==> config.mk <==
export PLATFORM = sky130hd
export DESIGN_NAME = mlo_queue
export DESIGN_NICKNAME = d
export VERILOG_FILES = /design/src/hw/rtl/mlo_pkg.sv /design/src/hw/rtl/mlo_queue.sv
export SDC_FILE = /design/constraint.sdc
export NUM_CORES = 1
export LEC_CHECK = 0
export ABC_AREA = 0
export BUFFER_PORTS_ARGS = -buffer_cell sky130_fd_sc_hd__buf_2
export CAP_MARGIN = 20
export CORE_MARGIN = 4
export CORE_UTILIZATION = 47
export DETAILED_ROUTE_END_ITERATION = 7
export PLACE_DENSITY = 0.73
export SYNTH_ARGS = -nofsm -noshare
export SYNTH_HDL_FRONTEND = slang
export SYNTH_SLANG_ARGS = --single-unit
==> constraint.sdc <==
create_clock -name clk_i -period 7 [get_ports clk_i]
set_clock_uncertainty 0.2 [all_clocks]
set_input_delay 1.4 -clock clk_i [delete_from_list [all_inputs] [get_ports clk_i]]
set_output_delay 1.4 -clock clk_i [all_outputs]
set_load 0.02 [all_outputs]
==> src/hw/rtl/mlo_pkg.sv <==
// shared types, constants and helpers for the median with leave-one-out block
`default_nettype none

package mlo_pkg;

  // set capacity and stored sample width
  localparam int unsigned Depth      = 32;
  localparam int unsigned DataWidth  = 32;
  localparam int unsigned SampleW    = 32;
  localparam int unsigned CountW     = $clog2(Depth + 1);
  localparam int unsigned IdxW       = $clog2(Depth);
  // command queue between front and back
  localparam int unsigned QueueDepth = 2;
  localparam int unsigned QPtrW      = $clog2(QueueDepth);
  localparam int unsigned QCountW    = $clog2(QueueDepth + 1);

  typedef logic signed [SampleW-1:0] sample_t;

  typedef enum logic [1:0] {
    FrLoad,
    FrWindow,
    FrFull,
    FrQuery
  } front_state_e;

  typedef enum logic {
    KindFull = 1'b0,
    KindLoo  = 1'b1
  } kind_e;

  // one command word: the middle of the sorted set plus what to report
  typedef struct packed {
    kind_e   kind;
    logic    last_res;
    logic    overflow;
    logic    single;
    logic    even_n;
    sample_t w0;
    sample_t w1;
    sample_t w2;
    sample_t removed;
  } cmd_t;

  typedef struct packed {
    logic full;
    logic empty;
  } queue_status_t;

  // sign extension from the configured data width
  function automatic sample_t sext_in(input sample_t x);
    logic signed [DataWidth-1:0] t;
    t = x[DataWidth-1:0];
    return sample_t'(t);
  endfunction

  // floor of the mean of two values, exact
  function automatic sample_t floor_mean(input sample_t a, input sample_t b);
    logic signed [SampleW:0] s;
    s = {a[SampleW-1], a} + {b[SampleW-1], b};
    return s[SampleW:1];
  endfunction

endpackage

`default_nettype wire

==> src/hw/rtl/mlo_queue.sv <==
// short command queue between front and back
`default_nettype none

module mlo_queue (
  input  wire logic                   clk_i,
  input  wire logic                   rst_ni,
  input  wire logic                   push_i,
  input  wire mlo_pkg::cmd_t          cmd_i,
  input  wire logic                   pop_i,
  output mlo_pkg::cmd_t               cmd_o,
  output mlo_pkg::queue_status_t      status_o
);
  import mlo_pkg::*;

  cmd_t               slot_q [QueueDepth];
  logic [QPtrW-1:0]   wptr_q, wptr_d, rptr_q, rptr_d;
  logic [QCountW-1:0] cnt_q, cnt_d;
  logic               do_push, do_pop;

  assign status_o.full  = (cnt_q == QCountW'(QueueDepth));
  assign status_o.empty = (cnt_q == '0);
  assign do_push = push_i && !status_o.full;
  assign do_pop  = pop_i && !status_o.empty;
  assign cmd_o   = slot_q[rptr_q];

  always_comb begin
    wptr_d = wptr_q;
    rptr_d = rptr_q;
    cnt_d  = cnt_q;
    if (do_push) begin
      wptr_d = (wptr_q == QPtrW'(QueueDepth - 1)) ? '0 : wptr_q + 1'b1;
    end
    if (do_pop) begin
      rptr_d = (rptr_q == QPtrW'(QueueDepth - 1)) ? '0 : rptr_q + 1'b1;
    end
    if (do_push && !do_pop) begin
      cnt_d = cnt_q + 1'b1;
    end else if (do_pop && !do_push) begin
      cnt_d = cnt_q - 1'b1;
    end
  end

  always_ff @(posedge clk_i or negedge rst_ni) begin
    if (!rst_ni) begin
      wptr_q <= '0;
      rptr_q <= '0;
      cnt_q  <= '0;
    end else begin
      wptr_q <= wptr_d;
      rptr_q <= rptr_d;
      cnt_q  <= cnt_d;
    end
  end

  always_ff @(posedge clk_i) begin
    if (do_push) begin
      slot_q[wptr_q] <= cmd_i;
    end
  end

endmodule

`default_nettype wire

==> results.cfg <==
[worst_setup_path]
required_ns = 5.40
cp_max_fo = 69
regToRegSetupSlack_ns = 4.12
end_kind = primary output
arrival_ns = 2.71
crit_path_start_kind = register
crit_type = register to primary output

[global_route]
use_met1_pct = 19.0
use_met3_pct = 5.63
gr-usage-all-layers_pct = 15.4
antenna_found_initial = 3
grt_pass1_vias = 5429
grt.busiest_layer = met2
grt_max_degree = 82
grt.overflow.total = 0
grt_first_pass_wirelength_um = 28900
gr-usage-met2_pct = 25.8

[power_and_ir_drop]
switchingPower_mw = 1.77
p_int_mw = 3.83
swShare_pct = 31.6
pwr-share-clk_pct = 25.3
p_leak_nw = 4.87
p_seq_share_pct = 42.7
irDropWorstVdd_uv = 424
p_per_area_nw_per_um2 = 446
finalPower_mw = 5.60
combPwrFrac_pct = 32.0

[clocking]
cts_buffer_depth = 3
htree_levels = 1
cts_buffers = 27
insertion_delay_ns = 0.51
ctsResizeCount = 0
path_clk_slew_ns = 0.06
postCtsSetupBuffers = 0
cts.sinks = 270
cts_tree = yes
hold_buffers = 0
cts_root_buffer = clkbuf_16

[routing]
first_pass_iters = 4
drt-total-wl_um = 19100
ant_nets = 0
vias = 4998
drc = 0
avgViaCountPerCell = 4.91
wl_per_cell_um = 18.8
drt_iter0_drc = 269

[timing]
setup_viol = 0
slew-limit-headroom_pct = 26.5
fin_setup_tns_ns = 0
slew_violations = 0
rsz0062_at_grt = false
hold_violations = 0
max_freq_mhz = 232
period_share_pct = 61.5
min_period_ns = 4.31
layout_setup_ws_ns = 2.69
worst_slew_pin_slew_ns = 1.10

[yosys]
syn_inst = 433
synth_top_area_cell = edfxtp_1
synth_fp_nets = 571
avgSynthCellArea_um2 = 23.2
seq_area_frac_synth_pct = 80.6
synthDominantCellAreaShare_pct = 79.6
ys_types = 15
syn-cell-area_um2 = 10000
yosys_warnings = 0
ys_ff_latch = 270
synthTopCellsByArea = edfxtp_1 (80%), mux2_4 (9.0%), mux2_2 (8.2%), dfrtp_1 (1.0%), buf_6 (0.90%)

[layout]
register_area_um2 = 8090
final_common_cell = buf_2
final_cell_mix = buf_2 (271), edfxtp_1 (266), mux2_2 (73)
fillCellCount = 1523
areaGrowthSynthToFinish_pct = 25.1
drive_gt1_share_pct = 60.6
stdcell_area_um2 = 12600
final_cells = 1017
finalNetCount = 860
multiInputGateArea_um2 = 1820
diodes = 0

[placement]
placed_cell_area_um2 = 11700
portBuffers = 271
dp_slack_ns = 3.16
place_hpwl_um = 12900
gp_congestion = 0.746
dp_cells = 968

[status]
outcome = completed

[floorplan]
rows = 53
ioPinCount = 272
die_x_um = 154
initial_core_util_pct = 47.7
die_area_um2 = 23700
die_h_um = 154
core_area_um2 = 21000

[run]
drv_cap = 0

[worst_hold_path]
hp-class = register to register
path summary, 6_finish.rpt:
kind,from,end,cells past startpoint
worst max-delay path,rptr_q,cmd_o[116],3
worst min-delay path,cnt_q[1],cnt_q[1],1
worst max register to register,cnt_q[0],slot_q[1][119],3
worst min register to register,cnt_q[1],cnt_q[1],1
max in group asynchronous,rst_ni,rptr_q,1
min in group asynchronous,rst_ni,wptr_q,1
cell families after synthesis:
group | share of synthesized area, %
flip-flops | 80.6
AND/OR/NAND/NOR | 0.274
XOR/XNOR | 0.437
adder cells (fa/ha/maj) | 0.125
AO/OA/AOI/OAI | 0.0498
buffers and inverters | 1.32
multiplexers | 17.2
synthesized netlist by cell type (all sizes together):
master,count
xnor2,3
dfrtp,4
buf,15
nor2,3
nand2,1
o21ai,1
nand2b,1
inv,2
xor2,2
edfxtp,266
and3,1
mux2,133
ha,1
power by group through the flow:
stage / logic, mW / registers (mW) / clock network, mW
CTS: 1.82 / 2.40 / 1.45
global route: 1.90 / 2.43 / 1.53
floorplan: 1.38 / 2.35 / 0
finish: 1.79 / 2.39 / 1.42
global placement: 1.79 / 2.40 / 0
detailed placement: 1.82 / 2.43 / 0
per-stage QoR:
step / hold slack (ns) / util [%]
after floorplan: 0.279 / -
after global placement: 0.306 / 55.5
after detailed placement: 0.317 / 55.5
after CTS: 0.332 / 59.7
after global routing: 0.379 / 59.7
final: 0.328 / 59.7
layout make-up:
| cell class | count | area share (%) |
|---|---|---|
| repair buffers | 275 | 11.1 |
| inverters | 2 | 0.0598 |
| clock inverters | 18 | 1.56 |
| clock buffers | 31 | 5.50 |
| well taps | 275 | 2.74 |
| multi-input cells | 146 | 14.5 |
| flip-flops and latches | 270 | 64.5 |
sequential cells by signal, summed over array words and instances (netlist names):
name,cells
slot_q,266
cnt_q,2
rptr_q,1
wptr_q,1
worst max-delay path, stage by stage (launching register included):
cell and delay, ns:
dfrtp_4 1.08, buf_12 0.49, mux2_2 0.40, buf_2 0.16
metal layers:
metal	up-vias	wire length (um)
met4	6	343
met5	-	44
met3	40	1810
met2	208	9430
met1	2441	7520
li1	2303	-
(Power assumes the default switching activity.)
