**src/hw/rtl/mlo_pkg.sv**
```systemverilog
// shared types, constants and helpers for the median with leave-one-out block
`default_nettype none

package mlo_pkg;

  // set capacity and stored sample width
  localparam int unsigned Depth      = 32;
  localparam int unsigned DataWidth  = 32;
  localparam int unsigned SampleW    = 32;
  localparam int unsigned CountW     = $clog2(Depth + 1);
  localparam int unsigned IdxW       = $clog2(Depth);
  // command queue between front and back
  localparam int unsigned QueueDepth = 2;
  localparam int unsigned QPtrW      = $clog2(QueueDepth);
  localparam int unsigned QCountW    = $clog2(QueueDepth + 1);

  typedef logic signed [SampleW-1:0] sample_t;

  typedef enum logic [1:0] {
    FrLoad,
    FrWindow,
    FrFull,
    FrQuery
  } front_state_e;

  typedef enum logic {
    KindFull = 1'b0,
    KindLoo  = 1'b1
  } kind_e;

  // one command word: the middle of the sorted set plus what to report
  typedef struct packed {
    kind_e   kind;
    logic    last_res;
    logic    overflow;
    logic    single;
    logic    even_n;
    sample_t w0;
    sample_t w1;
    sample_t w2;
    sample_t removed;
  } cmd_t;

  typedef struct packed {
    logic full;
    logic empty;
  } queue_status_t;

  // sign extension from the configured data width
  function automatic sample_t sext_in(input sample_t x);
    logic signed [DataWidth-1:0] t;
    t = x[DataWidth-1:0];
    return sample_t'(t);
  endfunction

  // floor of the mean of two values, exact
  function automatic sample_t floor_mean(input sample_t a, input sample_t b);
    logic signed [SampleW:0] s;
    s = {a[SampleW-1], a} + {b[SampleW-1], b};
    return s[SampleW:1];
  endfunction

endpackage

`default_nettype wire

```
**src/hw/rtl/mlo_if.sv**
```systemverilog
// stream interfaces for sample input and result output
`default_nettype none


interface mlo_out_if;
  logic                     valid;
  logic                     ready;
  logic                     kind;
  logic signed [31:0]       median_value;
  logic signed [31:0]       removed_value;
  logic                     defined;
  logic                     same_as_median;
  logic                     any_same;
  logic                     overflow;
  logic                     last_res;
  modport source (output valid, output kind, output median_value, output removed_value,
                  output defined, output same_as_median, output any_same,
                  output overflow, output last_res, input ready);
  modport sink   (input valid, input kind, input median_value, input removed_value,
                  input defined, input same_as_median, input any_same,
                  input overflow, input last_res, output ready);
endinterface

`default_nettype wire

```
**src/hw/rtl/mlo_back.sv**
```systemverilog
// back: median arithmetic and output register
`default_nettype none

module mlo_back (
  input  wire logic                   clk_i,
  input  wire logic                   rst_ni,
  input  wire mlo_pkg::cmd_t          cmd_i,
  input  wire mlo_pkg::queue_status_t qstat_i,
  output logic                        pop_o,
  mlo_out_if.source                   out_o
);
  import mlo_pkg::*;

  logic    valid_q, eq_q, eq_d;
  sample_t full_med, e0, e1, loo_med, med;
  logic    same, defined;

  assign full_med = cmd_i.even_n ? floor_mean(cmd_i.w1, cmd_i.w2) : cmd_i.w1;
  assign e0       = (cmd_i.w0 < cmd_i.removed) ? cmd_i.w0 : cmd_i.w1;
  assign e1       = (cmd_i.w1 < cmd_i.removed) ? cmd_i.w1 : cmd_i.w2;
  assign loo_med  = cmd_i.even_n ? e1 : floor_mean(e0, e1);

  always_comb begin
    defined = 1'b1;
    same    = 1'b0;
    med     = full_med;
    if (cmd_i.kind == KindLoo) begin
      defined = !cmd_i.single;
      med     = defined ? loo_med : '0;
      same    = defined && (loo_med == full_med);
    end
  end

  assign pop_o = !qstat_i.empty && (!valid_q || out_o.ready);
  assign eq_d  = (eq_q || same) && !cmd_i.last_res;

  always_ff @(posedge clk_i or negedge rst_ni) begin
    if (!rst_ni) begin
      valid_q <= 1'b0;
      eq_q    <= 1'b0;
    end else begin
      if (pop_o) begin
        valid_q <= 1'b1;
        eq_q    <= eq_d;
      end else if (out_o.ready) begin
        valid_q <= 1'b0;
      end
    end
  end

  always_ff @(posedge clk_i) begin
    if (pop_o) begin
      out_o.kind           <= cmd_i.kind;
      out_o.median_value   <= med;
      out_o.removed_value  <= cmd_i.removed;
      out_o.defined        <= defined;
      out_o.same_as_median <= same;
      out_o.any_same       <= eq_q || same;
      out_o.overflow       <= cmd_i.overflow;
      out_o.last_res       <= cmd_i.last_res;
    end
  end

  assign out_o.valid = valid_q;

endmodule

`default_nettype wire

```
**src/flat_wrapper.sv**
```systemverilog
// flat-port wrapper written by rule: the top's interface ports become plain ports
module mlo_back_flat import mlo_pkg::*;
  (clk_i, rst_ni, cmd_i, qstat_i, pop_o, out_o_valid, out_o_kind, out_o_median_value, out_o_removed_value, out_o_defined, out_o_same_as_median, out_o_any_same, out_o_overflow, out_o_last_res, out_o_ready);
  mlo_out_if out_o_i ();
  input  wire logic clk_i;
  input  wire logic rst_ni;
  input  wire mlo_pkg::cmd_t cmd_i;
  input  wire mlo_pkg::queue_status_t qstat_i;
  output logic pop_o;
  output wire logic [$bits(out_o_i.valid)-1:0] out_o_valid;
  output wire logic [$bits(out_o_i.kind)-1:0] out_o_kind;
  output wire logic [$bits(out_o_i.median_value)-1:0] out_o_median_value;
  output wire logic [$bits(out_o_i.removed_value)-1:0] out_o_removed_value;
  output wire logic [$bits(out_o_i.defined)-1:0] out_o_defined;
  output wire logic [$bits(out_o_i.same_as_median)-1:0] out_o_same_as_median;
  output wire logic [$bits(out_o_i.any_same)-1:0] out_o_any_same;
  output wire logic [$bits(out_o_i.overflow)-1:0] out_o_overflow;
  output wire logic [$bits(out_o_i.last_res)-1:0] out_o_last_res;
  input wire logic [$bits(out_o_i.ready)-1:0] out_o_ready;
  assign out_o_valid = out_o_i.valid;
  assign out_o_kind = out_o_i.kind;
  assign out_o_median_value = out_o_i.median_value;
  assign out_o_removed_value = out_o_i.removed_value;
  assign out_o_defined = out_o_i.defined;
  assign out_o_same_as_median = out_o_i.same_as_median;
  assign out_o_any_same = out_o_i.any_same;
  assign out_o_overflow = out_o_i.overflow;
  assign out_o_last_res = out_o_i.last_res;
  assign out_o_i.ready = out_o_ready;
  mlo_back u_core (.clk_i(clk_i), .rst_ni(rst_ni), .cmd_i(cmd_i), .qstat_i(qstat_i), .pop_o(pop_o), .out_o(out_o_i));
endmodule
```
**config.mk**
```make
export PLATFORM = sky130hd
export DESIGN_NAME = mlo_back_flat
export DESIGN_NICKNAME = d
export VERILOG_FILES = /design/src/hw/rtl/mlo_pkg.sv /design/src/hw/rtl/mlo_if.sv /design/src/hw/rtl/mlo_back.sv /design/src/flat_wrapper.sv
export SDC_FILE = /design/constraint.sdc
export NUM_CORES = 1
export LEC_CHECK = 0
export BUFFER_PORTS_ARGS = -buffer_cell sky130_fd_sc_hd__buf_4
export CAP_MARGIN = 20
export CORE_MARGIN = 3
export CORE_UTILIZATION = 50
export CTS_CLUSTER_SIZE = 10
export DETAILED_ROUTE_END_ITERATION = 12
export PLACE_DENSITY = 0.78
export REMOVE_ABC_BUFFERS = 1
export SKIP_LAST_GASP = 1
export SLEW_MARGIN = 5
export SYNTH_ARGS = -nofsm -noshare
export SYNTH_HDL_FRONTEND = slang
export SYNTH_SLANG_ARGS = --single-unit
```
**constraint.sdc**
```tcl
create_clock -name clk_i -period 6.8 [get_ports clk_i]
set_clock_uncertainty 0.15 [all_clocks]
set_input_delay 1.02 -clock clk_i [delete_from_list [all_inputs] [get_ports clk_i]]
set_output_delay 1.02 -clock clk_i [all_outputs]
set_load 0.01 [all_outputs]
```
==> impl_metrics.py <==
metrics = {
    "global_routing": {
        "antenna_found_initial": 0,
        "overflow": 0,
        "grt_pass1_vias": 11081,
        "grt_max_degree": 64,
        "grt_first_pass_wirelength_mm": 60.0,
        "grt.total_usage": 0.353,
    },
    "floorplanning": {
        "fp.dieW_um": 147,
        "row_count": 50,
        "coreArea_um2": 19100,
        "dieArea_um2": 21600,
        "ios": 210,
        "die_h_um": 147,
        "initial_utilization": 0.520,
    },
    "finish": {
        "nets": 1903,
        "layout_commonest_cell": "buf_4",
        "antenna_cells": 0,
        "layout-drive-gt1-share": 0.373,
        "fin_area_um2": 14400,
        "finish.utilization": 0.751,
        "syn_to_final_growth_pct": 44.5,
        "final_cell_mix": "buf_4, ha_1, a21oi_1",
    },
    "clocking": {
        "clockBufferDepth": 2,
        "hold_buffers": 0,
        "clk-insertion-delay-late_ps": 340,
        "cts_tree": "yes",
        "clk_pin_slew_ps": 60,
        "cts_buffers": 9,
        "htreeDepth": 3,
        "cts.sinks": 72,
        "clockRootBuffer": "clkbuf_16",
    },
    "synthesis": {
        "post_synth.cell_area_avg_um2": 8.38,
        "syn_area_um2": 9960,
        "synth_edf_count": 70,
        "ys_seq_area_frac": 0.216,
        "synthArstFlopShare": 0.0278,
        "syn_inst": 1188,
        "synthFlopType": "edfxtp_1",
        "synth-seq-cells": 72,
        "ys_types": 75,
        "yosys_warnings": 0,
    },
    "critical_path": {
        "crit_path_frequent_cell": "buf_4",
        "rrSetupSlack_ps": 4590,
        "critPathMaxStageDelay_ps": 400,
        "crit_type": "input pin to flip-flop",
        "cp_max_fo": 16,
        "worstPathRequired_ps": 6740,
        "reg2reg_to": "u_core.eq_q",
        "slowest_stage": "mux2_2",
        "rr_startpoint": "u_core.out_o.valid",
        "cp.arrival_ps": 6590,
        "startpoint_type": "input pin",
        "worst_setup_path_end_kind": "flip-flop",
        "reg2regPathDepth": 6,
    },
    "routing": {
        "drt_iter0_drc": 1039,
        "vias": 11650,
        "drc": 0,
        "wl_per_cell_um": 21.1,
        "wirelength_mm": 40.2,
        "postRouteAntennaNets": 0,
        "vias_per_cell": 6.12,
        "firstDrtPassIters": 7,
    },
    "sta": {
        "fmax_mhz": 150,
        "layout_min_cycle_time_ps": 6650,
        "fin_crit_sh": 0.978,
        "tightestPinTransition_ps": 881,
        "finalSetupViolCount": 0,
        "final_max_slew_viol_count": 0,
        "fin_tns_setup_ps": 0,
        "slew_headroom": 0.413,
        "hold_viol": 0,
    },
    "placed_design": {
        "globalplace.congestion": 1.01,
        "place.port_buffers": 208,
        "dpl-instance-area_um2": 13800,
        "dpl.hpwl_mm": 32.4,
    },
    "run_status": {
        "status": "complete, no violations",
    },
    "job": {
        "maxCapViolations": 0,
    },
    "power": {
        "ir_drop_mv": 0.149,
        "leakagePower_nw": 6.66,
        "cellPowerDensity_nw_per_um2": 216,
    },
    "hold_path": {
        "min_path_type": "input pin to asynchronous set/reset pin",
    },
}
final cells by class:
| class | count | area [um^2] |
|---|---|---|
| clock buffers | 9 | 225 |
| fillers | 1454 | 4760 |
| well taps | 260 | 325 |
| clock inverters | 7 | 62.6 |
| inverters | 61 | 229 |
| flip-flops and latches | 72 | 2150 |
| repair buffers | 487 | 3710 |
| multi-input cells | 1008 | 7680 |
flip-flops by register name, indices dropped and copies added (netlist names):
name,count
u_core.out_o.valid,1
u_core.out_o.overflow,1
u_core.out_o.last_res,1
u_core.out_o.same_as_median,1
u_core.out_o.kind,1
u_core.out_o.any_same,1
u_core.eq_q,1
u_core.out_o.defined,1
u_core.out_o.removed_value,32
u_core.out_o.median_value,32
cell families after synthesis:
kind of cell	after synthesis	share of synthesized area
compound gates	394	0.256
flops	72	0.216
mux	83	0.0906
simple gates	314	0.151
buf+inv	108	0.0416
fa+ha+maj	126	0.160
xor+xnor	91	0.0842
critical path, delay by kind of cell:
| family | cells | cell delay [ps] |
|---|---|---|
| mux | 1 | 400 |
| buf+inv | 7 | 920 |
| fa+ha+maj | 2 | 650 |
| xor+xnor | 1 | 190 |
| simple gates | 6 | 1100 |
| compound gates | 13 | 2290 |
layer usage:
metal | routed length (um) | vias to the layer above | track usage | share of wire
met3 | 4920 | 91 | 0.0876 | 0.12
met2 | 17500 | 703 | 0.544 | 0.44
met5 | 0 | - | 0 | 0
met4 | 1310 | 0 | 0.103 | 0.033
li1 | - | 5428 | - | -
met1 | 16400 | 5428 | 0.491 | 0.41
how the worst max path moves through the flow:
stage	start	endpoint	depth (start not counted)
4_1_cts	cmd_i[15]	u_core.out_o.any_same	29
3_5_place_dp	cmd_i[23]	u_core.out_o.any_same	29
3_3_place_gp	cmd_i[23]	u_core.out_o.any_same	29
2_1_floorplan	cmd_i[25]	u_core.out_o.any_same	25
5_1_grt	cmd_i[21]	u_core.out_o.any_same	29
6_report	cmd_i[22]	u_core.out_o.any_same	30
power by group:
part	internal, mW	switching [mW]
sequential	0.531	0.00948
clock	0.281	0.205
combinational	0.996	1.09
total	1.81	1.30
per-stage QoR:
step / instances / hold slack, ps / setup slack (ps) / power, mW
after CTS: 1897 / 299 / 18.4 / 2.96
after global placement: 1881 / 340 / -364 / 2.43
after global routing: 1904 / 300 / -49.8 / 3.27
after detailed placement: 1881 / 375 / -441 / 2.46
after floorplan: 1141 / 328 / -168 / 1.59
final: 1904 / 300 / 150 / 3.11
cell usage after synthesis (all sizes together), types with 8 or more instances:
cell type / n / share of area
o211ai: 11 / 0.0083
nor3: 33 / 0.017
buf: 12 / 0.0054
xnor2: 52 / 0.046
a31oi: 18 / 0.013
a21oi: 115 / 0.059
xor2: 36 / 0.032
nand2b: 13 / 0.0082
o22ai: 26 / 0.016
ha: 124 / 0.16
o21ai: 77 / 0.039
a211oi: 13 / 0.0098
nand4: 19 / 0.012
o31ai: 8 / 0.0065
mux2: 54 / 0.061
a21o: 30 / 0.023
clkbuf: 35 / 0.013
nand3: 26 / 0.014
edfxtp: 70 / 0.21
and3: 10 / 0.0063
or3: 9 / 0.0057
nor2b: 12 / 0.0075
nor2: 81 / 0.031
nand2: 88 / 0.033
o21bai: 13 / 0.0098
o21a: 15 / 0.011
mux2i: 29 / 0.030
inv: 60 / 0.023
timing repair:
item	CTS	global route
gates cloned	0	0
setup buffers	0	7
endpoints found under the setup margin	3	3
resized for setup	5	60
pin swaps	1	22
Note: power is estimated with default switching activity, not from simulation.
